<file path="src/rtl/core/ucs_pkg.sv">
// ucs_pkg: shared types, codes and character classes of the URI component splitter.
// No dependencies; the result interface and the core use it by scoped names.
package ucs_pkg;

    localparam int IDX_W = 12;
    localparam logic [IDX_W-1:0] IDX_MAX = 12'hFFF;

    // Phase codes
    localparam logic [3:0] PH_SCHEME_FIRST = 4'd0;
    localparam logic [3:0] PH_SCHEME_REST  = 4'd1;
    localparam logic [3:0] PH_AFTER_COLON  = 4'd2;
    localparam logic [3:0] PH_AFTER_SLASH  = 4'd3;
    localparam logic [3:0] PH_AUTHORITY    = 4'd4;
    localparam logic [3:0] PH_PATH         = 4'd5;
    localparam logic [3:0] PH_QUERY        = 4'd6;
    localparam logic [3:0] PH_FRAGMENT     = 4'd7;
    localparam logic [3:0] PH_ERROR        = 4'd8;

    // Status codes
    localparam logic [2:0] ST_OK       = 3'd0;
    localparam logic [2:0] ST_SCHEME   = 3'd1;
    localparam logic [2:0] ST_QUERY    = 3'd2;
    localparam logic [2:0] ST_FRAGMENT = 3'd3;
    localparam logic [2:0] ST_OVERLONG = 3'd4;

    // Present flag bits
    localparam int FL_AUTH  = 0;
    localparam int FL_QUERY = 1;
    localparam int FL_FRAG  = 2;

    // Delimiters
    localparam logic [7:0] CH_COLON   = 8'h3A;
    localparam logic [7:0] CH_HASH    = 8'h23;
    localparam logic [7:0] CH_PERCENT = 8'h25;
    localparam logic [7:0] CH_QMARK   = 8'h3F;
    localparam logic [7:0] CH_SLASH   = 8'h2F;
    localparam logic [7:0] CH_PLUS    = 8'h2B;
    localparam logic [7:0] CH_MINUS   = 8'h2D;
    localparam logic [7:0] CH_DOT     = 8'h2E;
    localparam logic [7:0] CH_NUL     = 8'h00;

    typedef struct packed {
        logic [2:0]       status;
        logic [IDX_W-1:0] error_position;
        logic [IDX_W-1:0] scheme_colon;
        logic             has_authority;
        logic [IDX_W-1:0] auth_limit;
        logic [IDX_W-1:0] path_limit;
        logic             has_query;
        logic [IDX_W-1:0] query_limit;
        logic             has_fragment;
        logic [IDX_W-1:0] frag_limit;
    } t_result;

    function automatic logic is_alpha(input logic [7:0] c);
        is_alpha = (c >= 8'h61 && c <= 8'h7A) || (c >= 8'h41 && c <= 8'h5A);
    endfunction

    function automatic logic is_digit(input logic [7:0] c);
        is_digit = (c >= 8'h30 && c <= 8'h39);
    endfunction

    function automatic logic is_hex(input logic [7:0] c);
        is_hex = is_digit(c) || (c >= 8'h61 && c <= 8'h66) || (c >= 8'h41 && c <= 8'h46);
    endfunction

    // unreserved, sub-delims, ':' and '@'
    function automatic logic is_pchar(input logic [7:0] c);
        logic sym;
        case (c)
            8'h2D, 8'h2E, 8'h5F, 8'h7E,                 // - . _ ~
            8'h21, 8'h24, 8'h26, 8'h27, 8'h28, 8'h29,   // ! $ & ' ( )
            8'h2A, 8'h2B, 8'h2C, 8'h3B, 8'h3D,          // * + , ; =
            8'h3A, 8'h40: begin                         // : @
                sym = 1'b1;
            end
            default: begin
                sym = 1'b0;
            end
        endcase
        is_pchar = is_alpha(c) || is_digit(c) || sym;
    endfunction

endpackage

</file>
<file path="src/rtl/core/ucs_if.sv">
// ucs_if: valid/ready channel interfaces of the URI component splitter.
// Depends on ucs_pkg for index width.
interface ucs_item_if;
    logic       valid;
    logic       ready;
    logic       kind;
    logic [7:0] ch;

    modport source (output valid, output kind, output ch, input ready);
    modport sink   (input valid, input kind, input ch, output ready);
endinterface

interface ucs_result_if;
    logic                        valid;
    logic                        ready;
    logic [2:0]                  status;
    logic [ucs_pkg::IDX_W-1:0]   error_position;
    logic [ucs_pkg::IDX_W-1:0]   scheme_colon;
    logic                        has_authority;
    logic [ucs_pkg::IDX_W-1:0]   auth_limit;
    logic [ucs_pkg::IDX_W-1:0]   path_limit;
    logic                        has_query;
    logic [ucs_pkg::IDX_W-1:0]   query_limit;
    logic                        has_fragment;
    logic [ucs_pkg::IDX_W-1:0]   frag_limit;

    modport source (output valid, output status, output error_position, output scheme_colon,
                    output has_authority, output auth_limit, output path_limit,
                    output has_query, output query_limit, output has_fragment,
                    output frag_limit, input ready);
    modport sink   (input valid, input status, input error_position, input scheme_colon,
                    input has_authority, input auth_limit, input path_limit,
                    input has_query, input query_limit, input has_fragment,
                    input frag_limit, output ready);
endinterface

</file>
<file path="src/rtl/core/uri_component_splitter_core.sv">
// uri_component_splitter_core: byte-serial URI splitter, top level.
// Depends on ucs_pkg and the channel interfaces in ucs_if.sv.
//
// The core takes URI text one beat per byte on i_item (kind 0 with a nonzero ch)
// and closes the text with an end beat (kind 1, or ch equal to zero). For each end
// beat it returns one beat on o_result with a status and the end index of the
// scheme, authority, path, query and fragment; begin indices follow from these
// (authority at scheme_colon+3 when present, path at auth_limit, query at
// path_limit+1, fragment one past the '#'). Byte beats return nothing. On an error
// the first one found wins, only status and error_position are nonzero, and the
// rest of the text is swallowed up to its end beat. Text beyond MAX_LEN bytes
// reports overlong at index MAX_LEN; every index saturates at 4095. The core
// accepts one beat per cycle, but an end beat waits while a result is held. A
// result is valid on o_result once its end beat has moved from the input
// register into the result register through the single phase update. A stalled
// result only holds back the next end beat; byte beats keep flowing behind it.
module uri_component_splitter_core #(
    parameter int MAX_LEN = 4096
) (
    input  logic         i_clk,
    input  logic         i_rst_n,
    ucs_item_if.sink     i_item,
    ucs_result_if.source o_result
);

    localparam int PW = $clog2(MAX_LEN + 1);
    localparam int XW = (PW > ucs_pkg::IDX_W) ? PW : ucs_pkg::IDX_W;
    localparam logic [ucs_pkg::IDX_W-1:0] MAX_SAT =
        (MAX_LEN > 4095) ? ucs_pkg::IDX_MAX : ucs_pkg::IDX_W'(MAX_LEN);

    // Clamp a byte index to the 12-bit output range.
    function automatic logic [ucs_pkg::IDX_W-1:0] sat12(input logic [PW-1:0] v);
        logic [XW-1:0] x;
        x = XW'(v);
        sat12 = (x > XW'(4095)) ? ucs_pkg::IDX_MAX : x[ucs_pkg::IDX_W-1:0];
    endfunction

    // ---------------- input register ----------------
    logic       r_in_vld;
    logic       r_in_kind;
    logic [7:0] r_in_ch;

    // ---------------- parse state ----------------
    logic [3:0]                r_phase,        n_phase;
    logic [PW-1:0]             r_pos,          n_pos;
    logic [1:0]                r_hex,          n_hex;
    logic [ucs_pkg::IDX_W-1:0] r_pct,          n_pct;
    logic [2:0]                r_err_code,     n_err_code;
    logic [ucs_pkg::IDX_W-1:0] r_err_idx,      n_err_idx;
    logic [ucs_pkg::IDX_W-1:0] r_scheme_colon, n_scheme_colon;
    logic [ucs_pkg::IDX_W-1:0] r_auth_end,     n_auth_end;
    logic [ucs_pkg::IDX_W-1:0] r_path_limit,   n_path_limit;
    logic [ucs_pkg::IDX_W-1:0] r_query_limit,  n_query_limit;
    logic [ucs_pkg::IDX_W-1:0] r_frag_end,     n_frag_end;
    logic [2:0]                r_flags,        n_flags;

    // ---------------- result register ----------------
    logic             r_out_vld;
    ucs_pkg::t_result r_res, n_res;

    logic                      w_end;
    logic                      w_out_free;
    logic                      w_adv;
    logic [ucs_pkg::IDX_W-1:0] w_p12;
    logic                      w_take_path;
    logic                      w_take_tail;
    logic                      w_in_query;
    logic [2:0]                w_tail_code;

    // A zero byte ends the text just like an end beat.
    assign w_end      = r_in_kind | (r_in_ch == ucs_pkg::CH_NUL);
    assign w_out_free = ~r_out_vld | o_result.ready;
    // Byte beats never wait on the result side; end beats need a free result slot.
    assign w_adv      = r_in_vld & (~w_end | w_out_free);
    assign w_p12      = sat12(r_pos);
    assign w_in_query = (r_phase == ucs_pkg::PH_QUERY);
    assign w_tail_code = w_in_query ? ucs_pkg::ST_QUERY : ucs_pkg::ST_FRAGMENT;

    assign i_item.ready = ~r_in_vld | w_adv;

    always_comb begin
        n_phase        = r_phase;
        n_pos          = r_pos;
        n_hex          = r_hex;
        n_pct          = r_pct;
        n_err_code     = r_err_code;
        n_err_idx      = r_err_idx;
        n_scheme_colon = r_scheme_colon;
        n_auth_end     = r_auth_end;
        n_path_limit   = r_path_limit;
        n_query_limit  = r_query_limit;
        n_frag_end     = r_frag_end;
        n_flags        = r_flags;
        n_res          = r_res;
        w_take_path    = 1'b0;
        w_take_tail    = 1'b0;

        if (w_adv && !w_end) begin
            // ---- one text byte ----
            if (r_phase != ucs_pkg::PH_ERROR) begin
                if (r_pos >= PW'(MAX_LEN)) begin
                    n_phase    = ucs_pkg::PH_ERROR;
                    n_err_code = ucs_pkg::ST_OVERLONG;
                    n_err_idx  = MAX_SAT;
                end else begin
                    n_pos = r_pos + PW'(1);
                    case (r_phase)
                        ucs_pkg::PH_SCHEME_FIRST, ucs_pkg::PH_SCHEME_REST: begin
                            if (r_in_ch == ucs_pkg::CH_COLON) begin
                                n_scheme_colon = w_p12;
                                n_phase        = ucs_pkg::PH_AFTER_COLON;
                            end else if (ucs_pkg::is_alpha(r_in_ch) ||
                                         (r_phase == ucs_pkg::PH_SCHEME_REST &&
                                          (ucs_pkg::is_digit(r_in_ch) ||
                                           r_in_ch == ucs_pkg::CH_PLUS ||
                                           r_in_ch == ucs_pkg::CH_MINUS ||
                                           r_in_ch == ucs_pkg::CH_DOT))) begin
                                n_phase = ucs_pkg::PH_SCHEME_REST;
                            end else begin
                                n_phase    = ucs_pkg::PH_ERROR;
                                n_err_code = ucs_pkg::ST_SCHEME;
                                n_err_idx  = w_p12;
                            end
                        end
                        ucs_pkg::PH_AFTER_COLON: begin
                            n_auth_end = w_p12;
                            if (r_in_ch == ucs_pkg::CH_SLASH) begin
                                n_phase = ucs_pkg::PH_AFTER_SLASH;
                            end else begin
                                w_take_path = 1'b1;
                            end
                        end
                        ucs_pkg::PH_AFTER_SLASH: begin
                            if (r_in_ch == ucs_pkg::CH_SLASH) begin
                                n_flags[ucs_pkg::FL_AUTH] = 1'b1;
                                n_phase = ucs_pkg::PH_AUTHORITY;
                            end else begin
                                w_take_path = 1'b1;
                            end
                        end
                        ucs_pkg::PH_AUTHORITY: begin
                            if (r_in_ch == ucs_pkg::CH_SLASH || r_in_ch == ucs_pkg::CH_QMARK ||
                                r_in_ch == ucs_pkg::CH_HASH) begin
                                n_auth_end  = w_p12;
                                w_take_path = 1'b1;
                            end
                        end
                        ucs_pkg::PH_PATH: begin
                            w_take_path = 1'b1;
                        end
                        ucs_pkg::PH_QUERY, ucs_pkg::PH_FRAGMENT: begin
                            w_take_tail = 1'b1;
                        end
                        default: begin
                            n_phase = ucs_pkg::PH_ERROR;
                        end
                    endcase

                    // Path byte: '?' opens the query, '#' the fragment.
                    if (w_take_path) begin
                        if (r_in_ch == ucs_pkg::CH_QMARK) begin
                            n_path_limit = w_p12;
                            n_flags[ucs_pkg::FL_QUERY] = 1'b1;
                            n_phase = ucs_pkg::PH_QUERY;
                        end else if (r_in_ch == ucs_pkg::CH_HASH) begin
                            n_path_limit = w_p12;
                            n_flags[ucs_pkg::FL_FRAG] = 1'b1;
                            n_phase = ucs_pkg::PH_FRAGMENT;
                        end else begin
                            n_phase = ucs_pkg::PH_PATH;
                        end
                    end

                    // Query or fragment byte, with percent escapes.
                    if (w_take_tail) begin
                        if (r_hex != 2'd0) begin
                            if (ucs_pkg::is_hex(r_in_ch)) begin
                                n_hex = r_hex - 2'd1;
                            end else begin
                                n_phase    = ucs_pkg::PH_ERROR;
                                n_err_code = w_tail_code;
                                n_err_idx  = r_pct;
                            end
                        end else if (r_in_ch == ucs_pkg::CH_PERCENT) begin
                            n_hex = 2'd2;
                            n_pct = w_p12;
                        end else if (ucs_pkg::is_pchar(r_in_ch) ||
                                     r_in_ch == ucs_pkg::CH_QMARK ||
                                     r_in_ch == ucs_pkg::CH_SLASH) begin
                            n_hex = r_hex;
                        end else if (r_in_ch == ucs_pkg::CH_HASH && w_in_query) begin
                            n_query_limit = w_p12;
                            n_flags[ucs_pkg::FL_FRAG] = 1'b1;
                            n_phase = ucs_pkg::PH_FRAGMENT;
                        end else begin
                            n_phase    = ucs_pkg::PH_ERROR;
                            n_err_code = w_tail_code;
                            n_err_idx  = w_p12;
                        end
                    end
                end
            end
        end else if (w_adv) begin
            // ---- end of text: close the open component, then emit ----
            case (r_phase)
                ucs_pkg::PH_SCHEME_FIRST, ucs_pkg::PH_SCHEME_REST: begin
                    n_phase    = ucs_pkg::PH_ERROR;
                    n_err_code = ucs_pkg::ST_SCHEME;
                    n_err_idx  = w_p12;
                end
                ucs_pkg::PH_AFTER_COLON, ucs_pkg::PH_AUTHORITY: begin
                    n_auth_end   = w_p12;
                    n_path_limit = w_p12;
                end
                ucs_pkg::PH_AFTER_SLASH, ucs_pkg::PH_PATH: begin
                    n_path_limit = w_p12;
                end
                ucs_pkg::PH_QUERY, ucs_pkg::PH_FRAGMENT: begin
                    if (r_hex != 2'd0) begin
                        n_phase    = ucs_pkg::PH_ERROR;
                        n_err_code = w_tail_code;
                        n_err_idx  = r_pct;
                    end else if (w_in_query) begin
                        n_query_limit = w_p12;
                    end else begin
                        n_frag_end = w_p12;
                    end
                end
                default: begin
                    n_phase = r_phase;
                end
            endcase

            n_res = '0;
            if (n_phase == ucs_pkg::PH_ERROR) begin
                n_res.status         = n_err_code;
                n_res.error_position = n_err_idx;
            end else begin
                n_res.scheme_colon  = n_scheme_colon;
                n_res.has_authority = n_flags[ucs_pkg::FL_AUTH];
                n_res.auth_limit    = n_auth_end;
                n_res.path_limit    = n_path_limit;
                n_res.has_query     = n_flags[ucs_pkg::FL_QUERY];
                n_res.query_limit   = n_flags[ucs_pkg::FL_QUERY] ? n_query_limit : '0;
                n_res.has_fragment  = n_flags[ucs_pkg::FL_FRAG];
                n_res.frag_limit    = n_flags[ucs_pkg::FL_FRAG] ? n_frag_end : '0;
            end

            // Start over for the next text.
            n_phase        = ucs_pkg::PH_SCHEME_FIRST;
            n_pos          = '0;
            n_hex          = 2'd0;
            n_pct          = '0;
            n_err_code     = ucs_pkg::ST_OK;
            n_err_idx      = '0;
            n_scheme_colon = '0;
            n_auth_end     = '0;
            n_path_limit   = '0;
            n_query_limit  = '0;
            n_frag_end     = '0;
            n_flags        = 3'd0;
        end
    end

    // Input register: load on every accepted beat, drop once processed.
    always_ff @(posedge i_clk) begin
        if (!i_rst_n) begin
            r_in_vld <= 1'b0;
        end else if (i_item.valid && i_item.ready) begin
            r_in_vld <= 1'b1;
        end else if (w_adv) begin
            r_in_vld <= 1'b0;
        end
    end

    always_ff @(posedge i_clk) begin
        if (i_item.valid && i_item.ready) begin
            r_in_kind <= i_item.kind;
            r_in_ch   <= i_item.ch;
        end
    end

    // Parse state
    always_ff @(posedge i_clk) begin
        if (!i_rst_n) begin
            r_phase        <= ucs_pkg::PH_SCHEME_FIRST;
            r_pos          <= '0;
            r_hex          <= 2'd0;
            r_pct          <= '0;
            r_err_code     <= ucs_pkg::ST_OK;
            r_err_idx      <= '0;
            r_scheme_colon <= '0;
            r_auth_end     <= '0;
            r_path_limit   <= '0;
            r_query_limit  <= '0;
            r_frag_end     <= '0;
            r_flags        <= 3'd0;
        end else begin
            r_phase        <= n_phase;
            r_pos          <= n_pos;
            r_hex          <= n_hex;
            r_pct          <= n_pct;
            r_err_code     <= n_err_code;
            r_err_idx      <= n_err_idx;
            r_scheme_colon <= n_scheme_colon;
            r_auth_end     <= n_auth_end;
            r_path_limit   <= n_path_limit;
            r_query_limit  <= n_query_limit;
            r_frag_end     <= n_frag_end;
            r_flags        <= n_flags;
        end
    end

    // Result register: hold until taken.
    always_ff @(posedge i_clk) begin
        if (!i_rst_n) begin
            r_out_vld <= 1'b0;
        end else if (w_adv && w_end) begin
            r_out_vld <= 1'b1;
        end else if (o_result.ready) begin
            r_out_vld <= 1'b0;
        end
    end

    always_ff @(posedge i_clk) begin
        if (w_adv && w_end) begin
            r_res <= n_res;
        end
    end

    assign o_result.valid          = r_out_vld;
    assign o_result.status         = r_res.status;
    assign o_result.error_position = r_res.error_position;
    assign o_result.scheme_colon   = r_res.scheme_colon;
    assign o_result.has_authority  = r_res.has_authority;
    assign o_result.auth_limit     = r_res.auth_limit;
    assign o_result.path_limit     = r_res.path_limit;
    assign o_result.has_query      = r_res.has_query;
    assign o_result.query_limit    = r_res.query_limit;
    assign o_result.has_fragment   = r_res.has_fragment;
    assign o_result.frag_limit     = r_res.frag_limit;

    // ---------------- assertions ----------------
    a_error_clean: assert property (@(posedge i_clk) disable iff (!i_rst_n)
        (r_out_vld && r_res.status != ucs_pkg::ST_OK) |->
        (r_res.scheme_colon == '0 && !r_res.has_authority && r_res.auth_limit == '0 &&
         r_res.path_limit == '0 && !r_res.has_query && r_res.query_limit == '0 &&
         !r_res.has_fragment && r_res.frag_limit == '0))
        else $error("error result carries component indices");

    a_restart: assert property (@(posedge i_clk) disable iff (!i_rst_n)
        (w_adv && w_end) |=>
        (r_phase == ucs_pkg::PH_SCHEME_FIRST && r_pos == '0 && r_flags == 3'd0 &&
         r_hex == 2'd0 && r_out_vld))
        else $error("state not cleared after end beat");

    a_hex_phase: assert property (@(posedge i_clk) disable iff (!i_rst_n)
        (r_hex != 2'd0) |->
        (r_hex <= 2'd2 && (r_phase == ucs_pkg::PH_QUERY ||
                           r_phase == ucs_pkg::PH_FRAGMENT ||
                           r_phase == ucs_pkg::PH_ERROR)))
        else $error("hex digits pending outside query or fragment");

    a_pos_bound: assert property (@(posedge i_clk) disable iff (!i_rst_n)
        r_pos <= PW'(MAX_LEN))
        else $error("byte position beyond MAX_LEN");

    a_status_range: assert property (@(posedge i_clk) disable iff (!i_rst_n)
        r_out_vld |-> (r_res.status <= ucs_pkg::ST_OVERLONG))
        else $error("status code out of range");

endmodule
</file>
<file path="src/flat_wrapper.sv">
// flat-port wrapper written by rule: the top's interface ports become plain ports
module uri_component_splitter_core_flat 
#(
    parameter int MAX_LEN = 4096
)
  (i_clk, i_rst_n, i_item_valid, i_item_kind, i_item_ch, i_item_ready, o_result_valid, o_result_status, o_result_error_position, o_result_scheme_colon, o_result_has_authority, o_result_auth_limit, o_result_path_limit, o_result_has_query, o_result_query_limit, o_result_has_fragment, o_result_frag_limit, o_result_ready);
  ucs_item_if i_item_i ();
  ucs_result_if o_result_i ();
  input  logic i_clk;
  input  logic i_rst_n;
  input wire logic [$bits(i_item_i.valid)-1:0] i_item_valid;
  input wire logic [$bits(i_item_i.kind)-1:0] i_item_kind;
  input wire logic [$bits(i_item_i.ch)-1:0] i_item_ch;
  output wire logic [$bits(i_item_i.ready)-1:0] i_item_ready;
  output wire logic [$bits(o_result_i.valid)-1:0] o_result_valid;
  output wire logic [$bits(o_result_i.status)-1:0] o_result_status;
  output wire logic [$bits(o_result_i.error_position)-1:0] o_result_error_position;
  output wire logic [$bits(o_result_i.scheme_colon)-1:0] o_result_scheme_colon;
  output wire logic [$bits(o_result_i.has_authority)-1:0] o_result_has_authority;
  output wire logic [$bits(o_result_i.auth_limit)-1:0] o_result_auth_limit;
  output wire logic [$bits(o_result_i.path_limit)-1:0] o_result_path_limit;
  output wire logic [$bits(o_result_i.has_query)-1:0] o_result_has_query;
  output wire logic [$bits(o_result_i.query_limit)-1:0] o_result_query_limit;
  output wire logic [$bits(o_result_i.has_fragment)-1:0] o_result_has_fragment;
  output wire logic [$bits(o_result_i.frag_limit)-1:0] o_result_frag_limit;
  input wire logic [$bits(o_result_i.ready)-1:0] o_result_ready;
  assign i_item_i.valid = i_item_valid;
  assign i_item_i.kind = i_item_kind;
  assign i_item_i.ch = i_item_ch;
  assign i_item_ready = i_item_i.ready;
  assign o_result_valid = o_result_i.valid;
  assign o_result_status = o_result_i.status;
  assign o_result_error_position = o_result_i.error_position;
  assign o_result_scheme_colon = o_result_i.scheme_colon;
  assign o_result_has_authority = o_result_i.has_authority;
  assign o_result_auth_limit = o_result_i.auth_limit;
  assign o_result_path_limit = o_result_i.path_limit;
  assign o_result_has_query = o_result_i.has_query;
  assign o_result_query_limit = o_result_i.query_limit;
  assign o_result_has_fragment = o_result_i.has_fragment;
  assign o_result_frag_limit = o_result_i.frag_limit;
  assign o_result_i.ready = o_result_ready;
  uri_component_splitter_core #(.MAX_LEN(MAX_LEN)) u_core (.i_clk(i_clk), .i_rst_n(i_rst_n), .i_item(i_item_i), .o_result(o_result_i));
endmodule
</file>
<file path="config.mk">
export PLATFORM = sky130hd
export DESIGN_NAME = uri_component_splitter_core_flat
export DESIGN_NICKNAME = d
export VERILOG_FILES = /design/src/rtl/core/ucs_pkg.sv /design/src/rtl/core/ucs_if.sv /design/src/rtl/core/uri_component_splitter_core.sv /design/src/flat_wrapper.sv
export SDC_FILE = /design/constraint.sdc
export NUM_CORES = 1
export LEC_CHECK = 0
export ABC_AREA = 1
export BUFFER_PORTS_ARGS = -buffer_cell sky130_fd_sc_hd__buf_2
export CORE_UTILIZATION = 41
export DETAILED_ROUTE_END_ITERATION = 7
export GPL_ROUTABILITY_DRIVEN = 0
export PLACE_DENSITY_LB_ADDON = 0.15
export SKIP_CTS_REPAIR_TIMING = 1
export SYNTH_ARGS = -nofsm -noshare
export SYNTH_HDL_FRONTEND = slang
export SYNTH_SLANG_ARGS = --single-unit
</file>
<file path="constraint.sdc">
create_clock -name i_clk -period 6.5 [get_ports i_clk]
set_input_delay 1.95 -clock i_clk [delete_from_list [all_inputs] [get_ports i_clk]]
set_output_delay 1.95 -clock i_clk [all_outputs]
set_load 0.05 [all_outputs]
</file>
Word-level counts from Yosys, hierarchy flattened
Index checks and enable logic that the tools add are counted.

Logic and storage cells: 286. Bits in writable memories: 0. Latch bits: 0. Flip-flop bits (word level): 186. Output and inout port bits: 80. Bits in read-only memories: 0. Memories: 0. Input bits: 13.

Shifts and indexed selects: 0. Divide/modulo/power cells: 0. Reduce and logical (&&, ||, !) cells: 50. Add/subtract/negate cells: 2. Mux-type cells: 136. Magnitude comparators: 10. Multiply operators: 0. Eq/ne operators: 49. Bitwise logic cells: 12.

Operators by type and width (number): 2-to-1 mux 12 bit (49); equality test 8 x 6 -> 1 bit (second input constant) (18); 2-to-1 mux 4 bit (19); 2-to-1 mux 13 bit (4); 2-to-1 mux 3 bit (17); one-hot mux 12 bit (2 select lines) (2); <= comparator 8 x 7 -> 1 bit (second input constant) (4); 2-to-1 mux 1 bit (31); != test 2 bit (second input constant) (14); AND reduction 5 bit (5); equality test 8 x 7 -> 1 bit (second input constant) (3); 2-to-1 mux 2 bit (10); OR reduction 17 bit (1); equality test 4 x 3 -> 1 bit (second input constant) (4); >= comparator 8 x 7 -> 1 bit (second input constant) (2); one-hot mux 4 bit (4 select lines) (1); != test 3 bit (second input constant) (5); adder 13 x 1 -> 13 bit (second input constant) (1); >= comparator 13 bit (second input constant) (1); greater-than comparator 13 x 12 -> 1 bit (second input constant) (1); logical OR 1 bit (13); AND reduction 6 bit (2); logical AND 1 bit (10); OR reduction 2 bit (5); 22 further kinds (37).

Logic depth before layout (Yosys ltp)
Gate-level depths: netlist (run 1).

Depth in word-level cells: 21. Depth in mapped cells: 18. Gate-level depth less buffers: 16.

Least setup slack after synthesis (run 1)
Ideal clock, no wire load.

Path kind: input port to flip-flop. Start point: input port o_result_ready. End point: register u_core.r_scheme_colon[10] (netlist name). Library setup time: 119 ps. Arrival time: 4332 ps. Setup slack: 2049 ps. Path buffers: 1. Required time: 6381 ps. Stages: 8. Cells stage by stage: nor2_1 -> inv_1 -> nand2_2 -> inv_1 -> a31oi_2 -> buf_2 -> o21ai_0 -> a21oi_1.

Word-level cells in the longest chain between the ends: 6. Elaborated cells on any way between the ends: 11. Classes of those cells: eq/ne: 4; mux: 1; bitwise: 3; reduce/logical: 3.

RTL lines: start: declaration (RTL line flat_wrapper.sv:26) `input wire logic [$bits(o_result_i.ready)-1:0] o_result_ready;`; OR 1 bit (*) (RTL line uri_component_splitter_core.sv:72) `assign w_out_free = ~r_out_vld | o_result.ready;`; OR 1 bit (*) (RTL line uri_component_splitter_core.sv:74) `assign w_adv = r_in_vld & (~w_end | w_out_free);`; AND 1 bit (*) (RTL line uri_component_splitter_core.sv:74); logical AND 1 bit (RTL line uri_component_splitter_core.sv:98) `if (w_adv && !w_end) begin`; != test 2 bit (no source line) or nonzero test 2 bit (tied branches); AND reduction 5 bit (no source line); end signal: assignment (RTL line uri_component_splitter_core.sv:305) `r_scheme_colon <= n_scheme_colon;`; end: declaration (RTL line uri_component_splitter_core.sv:50) `logic [ucs_pkg::IDX_W-1:0] r_scheme_colon, n_scheme_colon;`.

Mark *: on every way between the ends. The rest lies on a longest branch, timed or not. A chain may end at the register's enable or synchronous reset.

Worst setup path after layout (run 1)
Start point: input port o_result_ready. End point: output port i_item_ready.

Word-level cells in the longest chain between the ends: 4.

RTL lines: OR 1 bit (RTL line uri_component_splitter_core.sv:72); OR 1 bit (RTL line uri_component_splitter_core.sv:74); AND 1 bit (RTL line uri_component_splitter_core.sv:74); OR 1 bit (RTL line uri_component_splitter_core.sv:79) `assign i_item.ready = ~r_in_vld | w_adv;`; end: declaration (RTL line flat_wrapper.sv:14) `output wire logic [$bits(i_item_i.ready)-1:0] i_item_ready;`.

Every way passes these cells.

==> flow_summary.json, run 1 <==
{
  "start_util_pct": 42.3,
  "yosys_top_cell_area_share_pct": 28.0,
  "slowest_delay_ns": 0.21,
  "syn-num-nets": 1228,
  "post_layout_nonfiller_instances": 1567,
  "grt.overflow.total": 0,
  "maxCapViolCount": 0,
  "setup.worst_path.end_class": "output port",
  "p_sw_uw": 757,
  "reg2reg_slack_ns": 2.78,
  "cp_slowest_cell": "buf_2",
  "postSynthRegisterBits": 186,
  "timing.critical_path.from": "o_result_ready",
  "ratio_of_routed_vias_to_standard_cells": 5.26,
  "syn_area_per_cell_sq_um": 7.71,
  "timing.final.hold_violations": 0,
  "maximum_number_of_pins_on_one_net_before_global_route_repair": 63,
  "ff2ff_path_depth": 14,
  "worst_skew_pair.late_latency_ns": 0.44,
  "routed_wl_um": 26700,
  "regToRegStartpoint": "u_core.r_phase[1]$_SDFFE_PN0P_",
  "reg2reg_end": "u_core.o_result.frag_limit[10]$_SDFFCE_PP0P_",
  "number_of_antenna_violations_at_the_first_check_in_global_routing": 1,
  "slew_viol_final": 0,
  "post_synth_main_area_contributors": "edfxtp_1, dfxtp_1, nand2_1, inv_1, a21oi_1",
  "drive_gt1_share_pct": 13.8,
  "dp_hpwl_um": 18300,
  "seq_power_share_pct": 49.0,
  "synthToLayoutAreaGrowth_pct": 12.9,
  "io_pins": 93,
  "synth.distinct_cells": 43,
  "pin_slew_with_the_least_headroom_to_its_limit_ns": 0.978,
  "ctsRootBufferMaster": "clkbuf_16",
  "crit_path_cell_trace": "buf_2, nor2_1, inv_1, nor2_1, inv_1, buf_2",
  "rows": 54,
  "timing.setup.tns_ns": 0,
  "pwr-share-comb_pct": 10.0,
  "tritoncts_clock_tree": "yes",
  "synth_enable_flop_cells": 87,
  "area_occupied_by_multi_input_gates_sq_um": 3770,
  "skew_ns": 0.0102,
  "timing.fmax_mhz": 218,
  "critPathRequiredTime_ns": 4.55,
  "drc_errors": 0,
  "worst_hold_path_type": "reg -> reg",
  "drt-initial-drc-count": 772,
  "ff_latch_area_sq_um": 4590,
  "power_density_nw_per_um2": 248,
  "portBuffers": 92,
  "final.hold.worst_slack_ns": 0.450,
  "cp.arrival_ns": 2.63,
  "route.antenna.remaining_nets": 0,
  "library_cell_with_the_highest_instance_count_after_synthesis": "nand2_1",
  "ctsHtreeMaxLevel": 4,
  "final_min_period_over_clock_period_pct": 70.4,
  "numCtsBuffers": 17,
  "slew_headroom_pct": 34.6,
  "synth.yosys.seq_area_share_pct": 49.2,
  "core_area_sq_um": 22100,
  "crit_end": "i_item_ready",
  "number_of_placed_instances_with_taps_included": 1534,
  "async_reset_ff_share_pct": 0,
  "netlist_top_cells_count": "nand2_1, inv_1, a21oi_1, nor2_1, dfxtp_1",
  "clk_buf_depth": 2,
  "die_x_um": 153,
  "power_report.internal_total_mw": 1.86,
  "first_pass_iters": 6,
  "crit_type": "in -> out",
  "layout.filler_cells": 2268,
  "vias": 8238,
  "worstPathMaxFanout": 3,
  "total_power_mw": 2.61,
  "grt_pass1_vias": 7634,
  "track_usage_pct": 23.5,
  "nNetsFinal": 1290,
  "status": "complete, no violations",
  "syn_area_sq_um": 9340,
  "yosysTopAreaCell": "edfxtp_1",
  "wl_per_cell_um": 17.0,
  "ir_worst_vdd_mv": 0.163,
  "synth_flop_cell": "dfxtp_1",
  "yosysWarnings": 0,
  "grt_setup_unrepaired": "no",
  "total_leakage_power_nw": 4.62,
  "die-height_um": 153,
  "grt_pass1_wl_um": 42400,
  "die_area_sq_um": 23400,
  "fin_crit_ns": 4.58,
  "cts.clk_slew.worst_paths_ns": 0.08,
  "setup_viol": 0,
  "synthesis.instances": 1211,
  "clock_power_share_pct": 41.0,
  "critical_path_source_type": "input pin",
  "cts.sinks": 186,
  "p_sw_share_pct": 29.0
}
-- placed cells by master (no fill, tap or decap), types with 3 or more instances in the layout --
cell	instances
clkbuf_16	17
nor2_1	118
nor2_2	5
nand4_1	28
o21ai_1	17
nor2_4	6
inv_2	13
a21oi_1	129
inv_1	175
buf_2	92
nand2_1	246
nand2_4	3
inv_8	3
nor3_1	6
a31oi_1	9
nand2_2	5
buf_4	4
dfxtp_1	99
nand3_2	5
o21ai_0	91
clkinv_8	6
nand3_1	77
a211oi_1	3
edfxtp_1	87
o211ai_1	8
ha_1	4
-- kinds of logic (layout without fill, tap and decap cells) --
family	after synthesis	after routing	share of synthesized area, %
and+or+nand+nor	506	506	24.0
AOI/OAI and AO/OA	270	270	15.7
buffers and inverters	244	319	10.5
DFF	186	186	49.2
adders and majority gates	4	4	0.536
xor gates and xnor gates	1	1	0.0938
other	0	1	0
-- flip-flops by register name, indices dropped and copies added (netlist names), 4 cells and up --
name / flops
u_core.r_in_ch: 8
u_core.r_auth_end: 12
u_core.o_result.query_limit: 12
u_core.r_path_limit: 12
u_core.r_scheme_colon: 12
u_core.o_result.auth_limit: 12
u_core.r_query_limit: 12
u_core.o_result.path_limit: 12
u_core.o_result.frag_limit: 12
u_core.r_phase: 4
u_core.r_err_idx: 12
u_core.o_result.scheme_colon: 12
u_core.o_result.error_position: 12
u_core.r_pos: 13
u_core.r_pct: 12
-- per-stage QoR --
step                      utilization [%]  setup slack, ns  cell area [sq um]
after floorplan                         -             2.05               9340
after global placement               44.9             1.93               9920
after detailed placement             44.9             1.92               9920
after CTS                            47.7             1.92              10500
after global routing                 47.7             1.83              10500
final                                47.7             1.92              10500
-- per-layer routing --
layer / vias to the layer above / global-route usage [%] / part of all wire (%)
met1: 3808 / 30.3 / 45
li1: 4108 / - / -
met3: 53 / 4.68 / 5.7
met4: 0 / 8.85 / 3.0
met5: - / 0 / 0
met2: 269 / 38.9 / 47
-- cell type report --
| cell class | instances | share of cell area (%) |
|---|---|---|
| clock buffers | 17 | 4.03 |
| repair buffers | 96 | 4.65 |
| clock inverters | 15 | 1.86 |
| diodes | 1 | 0.0237 |
| well taps | 280 | 3.32 |
| inverters | 191 | 6.81 |
| multi-input cells | 781 | 35.7 |
| flip-flops and latches | 186 | 43.6 |
-- critical path, delay by kind of cell --
kind | cells | cell delay, ns
buffers and inverters | 4 | 0.45
AND/OR/NAND/NOR | 2 | 0.23
-- power by group through the flow --
stage / clock network (mW) / logic (mW) / registers [mW]
finish: 1.07 / 0.261 / 1.28
global route: 1.13 / 0.289 / 1.29
CTS: 1.09 / 0.259 / 1.28
detailed placement: 0 / 0.258 / 1.31
global placement: 0 / 0.257 / 1.31
floorplan: 0 / 0.168 / 1.35
-- worst min path at each step --
stage	from	endpoint	slack, ns	cells past startpoint
after floorplan	u_core.r_query_limit[11]$_SDFFE_PN0P_	u_core.r_query_limit[11]$_SDFFE_PN0P_	0.42	2
after global placement	u_core.r_query_limit[11]$_SDFFE_PN0P_	u_core.r_query_limit[11]$_SDFFE_PN0P_	0.43	2
after detailed placement	u_core.r_query_limit[11]$_SDFFE_PN0P_	u_core.r_query_limit[11]$_SDFFE_PN0P_	0.44	2
after CTS	u_core.r_query_limit[11]$_SDFFE_PN0P_	u_core.r_query_limit[11]$_SDFFE_PN0P_	0.45	2
after global routing	u_core.r_query_limit[9]$_SDFFE_PN0P_	u_core.r_query_limit[9]$_SDFFE_PN0P_	0.48	2
final	u_core.r_query_limit[11]$_SDFFE_PN0P_	u_core.r_query_limit[11]$_SDFFE_PN0P_	0.45	2
(Power assumes the default switching activity.)
==> run 2: changes to the inputs <==
--- a/config.mk
+++ b/config.mk
@@ -5,7 +5,7 @@
 export SDC_FILE = /design/constraint.sdc
 export NUM_CORES = 1
 export LEC_CHECK = 0
-export ABC_AREA = 1
+export ABC_AREA = 0
 export BUFFER_PORTS_ARGS = -buffer_cell sky130_fd_sc_hd__buf_2
 export CORE_UTILIZATION = 41
 export DETAILED_ROUTE_END_ITERATION = 7
==> constraint.sdc (replaced) <==
create_clock -name i_clk -period 4.3 [get_ports i_clk]
set_input_delay 1.29 -clock i_clk [delete_from_list [all_inputs] [get_ports i_clk]]
set_output_delay 1.29 -clock i_clk [all_outputs]
set_load 0.05 [all_outputs]
==> run 2 against run 1 <==
Net effect:
- combinational power fell by 11%
- flip-flop and latch count did not move
- design area is 7.3% lower
- synthesized cell count down 30%
- wire length decreased by 16%
- first-iteration DRC count fell by 6.2%
- worst hold slack better by 0.014 ns
- final cell count decreased by 23%
- critical path type is now reg -> out
==> flow_summary.json, run 2 <==
{
  "status": "complete, no violations",
  "critical_path_source_type": "flip-flop",
  "routed_wl_um": 22300,
  "cts.sinks": 186,
  "slew_viol_final": 0,
  "drive_gt1_share_pct": 18.1,
  "skew_ns": 0.00991,
  "track_usage_pct": 21.1,
  "cp_slowest_cell": "edfxtp_1",
  "synth_flop_cell": "dfxtp_1",
  "mostFrequentLayoutCells": "nor2_1, dfxtp_1, buf_2",
  "library_cell_with_the_highest_instance_count_after_synthesis": "nor2_1",
  "grt_pass1_vias": 5993,
  "setup_viol": 0,
  "slew_headroom_pct": 24.0,
  "synthesis.instances": 853,
  "cpLargestDelayFamily": "flip-flops",
  "postSynthRegisterBits": 186,
  "max_flop_register": "u_core.r_pos",
  "largest_register_ffs": 13,
  "p_sw_uw": 947,
  "pin_slew_with_the_least_headroom_to_its_limit_ns": 1.14,
  "hold_depth": 2,
  "vias": 6612,
  "seq_power_share_pct": 51.0,
  "async_reset_ff_share_pct": 0,
  "die_x_um": 147,
  "ff2ff_path_depth": 7,
  "syn-num-nets": 870,
  "cts.clk_slew.worst_paths_ns": 0.07,
  "ir_worst_vdd_mv": 0.282,
  "tritoncts_clock_tree": "yes",
  "setup.worst_path.end_class": "output port",
  "cp_num_cells": 4,
  "yosysTopAreaCell": "edfxtp_1",
  "crit_path_cell_trace": "nor3_4, a31o_2, nand3_1, buf_2",
  "drc_errors": 0,
  "crit_type": "reg -> out",
  "detailedPlace.worstSlack_ns": 0.918,
  "yosys_top_cell_area_share_pct": 30.3,
  "pwr-share-comb_pct": 6.2,
  "dp_hpwl_um": 14500,
  "syn_area_sq_um": 8610,
  "final.setup.worst_slack_ns": 0.956,
  "p_sw_share_pct": 25.4,
  "maxCapViolCount": 0,
  "core_area_sq_um": 20400,
  "ratio_of_routed_vias_to_standard_cells": 5.51,
  "rows": 52,
  "timing.fmax_mhz": 299,
  "die-height_um": 147,
  "layout.filler_cells": 1957,
  "worst_hold_path_type": "reg -> reg",
  "timing.setup.tns_ns": 0,
  "synthToLayoutAreaGrowth_pct": 13.5,
  "synth.distinct_cells": 77,
  "cp.arrival_ns": 2.05,
  "netlist_top_cells_count": "nor2_1, dfxtp_1, edfxtp_1, mux2i_1, nand2_1",
  "timing.final.hold_violations": 0,
  "fin_crit_ns": 3.34,
  "post_synth_main_area_contributors": "edfxtp_1, dfxtp_1, mux2i_1, nor2_1, a211oi_1",
  "grt_setup_unrepaired": "no",
  "grt_pass1_wl_um": 34700,
  "die_area_sq_um": 21600,
  "worst_skew_pair.late_latency_ns": 0.43,
  "nNetsFinal": 934,
  "route.antenna.remaining_nets": 0,
  "final_min_period_over_clock_period_pct": 77.8,
  "layout_commonest_cell": "nor2_1",
  "grt.overflow.total": 0,
  "syn_area_per_cell_sq_um": 10.1,
  "total_leakage_power_nw": 3.83,
  "power_density_nw_per_um2": 381,
  "first_pass_iters": 7,
  "yosysWarnings": 0,
  "critPathRequiredTime_ns": 3.01,
  "critical_path_buf_inv_count": 1,
  "synth_enable_flop_cells": 87,
  "portBuffers": 92,
  "diodes": 0,
  "number_of_antenna_violations_at_the_first_check_in_global_routing": 0,
  "ctsRootBufferMaster": "clkbuf_16",
  "power_report.internal_total_mw": 2.78,
  "synth.yosys.seq_area_share_pct": 53.3,
  "clk_buf_depth": 2,
  "drt-initial-drc-count": 724,
  "clock_power_share_pct": 42.8,
  "wl_per_cell_um": 18.6,
  "worstPathMaxFanout": 17,
  "start_util_pct": 42.2,
  "slowest_delay_ns": 0.63,
  "io_pins": 93,
  "ctsHtreeMaxLevel": 4,
  "maximum_number_of_pins_on_one_net_before_global_route_repair": 50,
  "numCtsBuffers": 17
}
[run 2: changes by cell type after synthesis, sizes merged, moves of 13 or more]
cell,previous run,this run
a211oi,3,39
a21oi,130,47
and2,1,19
buf,33,20
clkbuf,20,41
inv,189,24
mux2i,0,63
nand2,254,61
nand3,82,39
nor2,130,158
o21ai,112,15
[run 2: worst register-to-register path, stage by stage (launching register included)]
cell and delay [ns]:
edfxtp_1 0.63, nor3_4 0.39, a31oi_4 0.19, nand3_2 0.42
nand2_1 0.45, o21ai_2 0.49, mux2i_1 0.28, nor2_1 0.05
[run 2: power groups by stage]
stage | Sequential [mW] | Clock (mW) | Combinational [mW]
after floorplan | 1.98 | 0 | 0.142
after global placement | 1.94 | 0 | 0.230
after detailed placement | 1.94 | 0 | 0.231
after CTS | 1.90 | 1.60 | 0.232
after global routing | 1.90 | 1.68 | 0.249
final | 1.90 | 1.59 | 0.231
[run 2: layer usage]
layer	global-route usage, %	part of all wire (%)	vias up
li1	-	-	3201
met1	30.2	47	3137
met2	31.7	44	236
met3	3.14	5.8	38
met4	8.87	2.7	0
met5	0	0	-
[run 2: cell families after synthesis]
family	after synthesis	synth area share (%)
xor gates and xnor gates	9	0.915
and+or+nand+nor	345	19.3
AOI/OAI and AO/OA	160	13.5
DFF	186	53.3
muxes	64	7.45
adders and majority gates	4	0.581
buffers and inverters	85	4.91
[run 2: cell type report]
class,instances,area (sq um),share of cell area (%)
Inverter,24,91.3,0.934
Tap cell,270,338,3.46
Multi-Input combinational cell,582,3600,36.8
Sequential cell,186,4590,47.0
Timing Repair Buffer,106,566,5.78
Clock inverter,14,151,1.55
Clock buffer,18,439,4.49
[run 2: final timing paths]
path | slack (ns) | to | from
min reg2reg | 0.46 | u_core.r_flags[2]$_SDFFE_PN0P_ | u_core.r_flags[2]$_SDFFE_PN0P_
max | 0.96 | i_item_ready | u_core.r_in_ch[2]$_DFFE_PP_
min | 0.46 | u_core.r_flags[2]$_SDFFE_PN0P_ | u_core.r_flags[2]$_SDFFE_PN0P_
max reg2reg | 1.28 | u_core.r_scheme_colon[4]$_SDFFE_PN0P_ | u_core.r_in_ch[2]$_DFFE_PP_
[run 2: stage by stage]
step	util (%)	instance area, sq um	hold slack [ns]	power [mW]	std cells
2_1_floorplan	-	8610	0.426	2.12	853
3_3_place_gp	45.0	9190	0.441	2.17	1168
3_5_place_dp	45.0	9190	0.441	2.17	1168
4_1_cts	47.9	9780	0.463	3.74	1200
5_1_grt	47.9	9780	0.467	3.83	1200
6_report	47.9	9780	0.464	3.72	1200
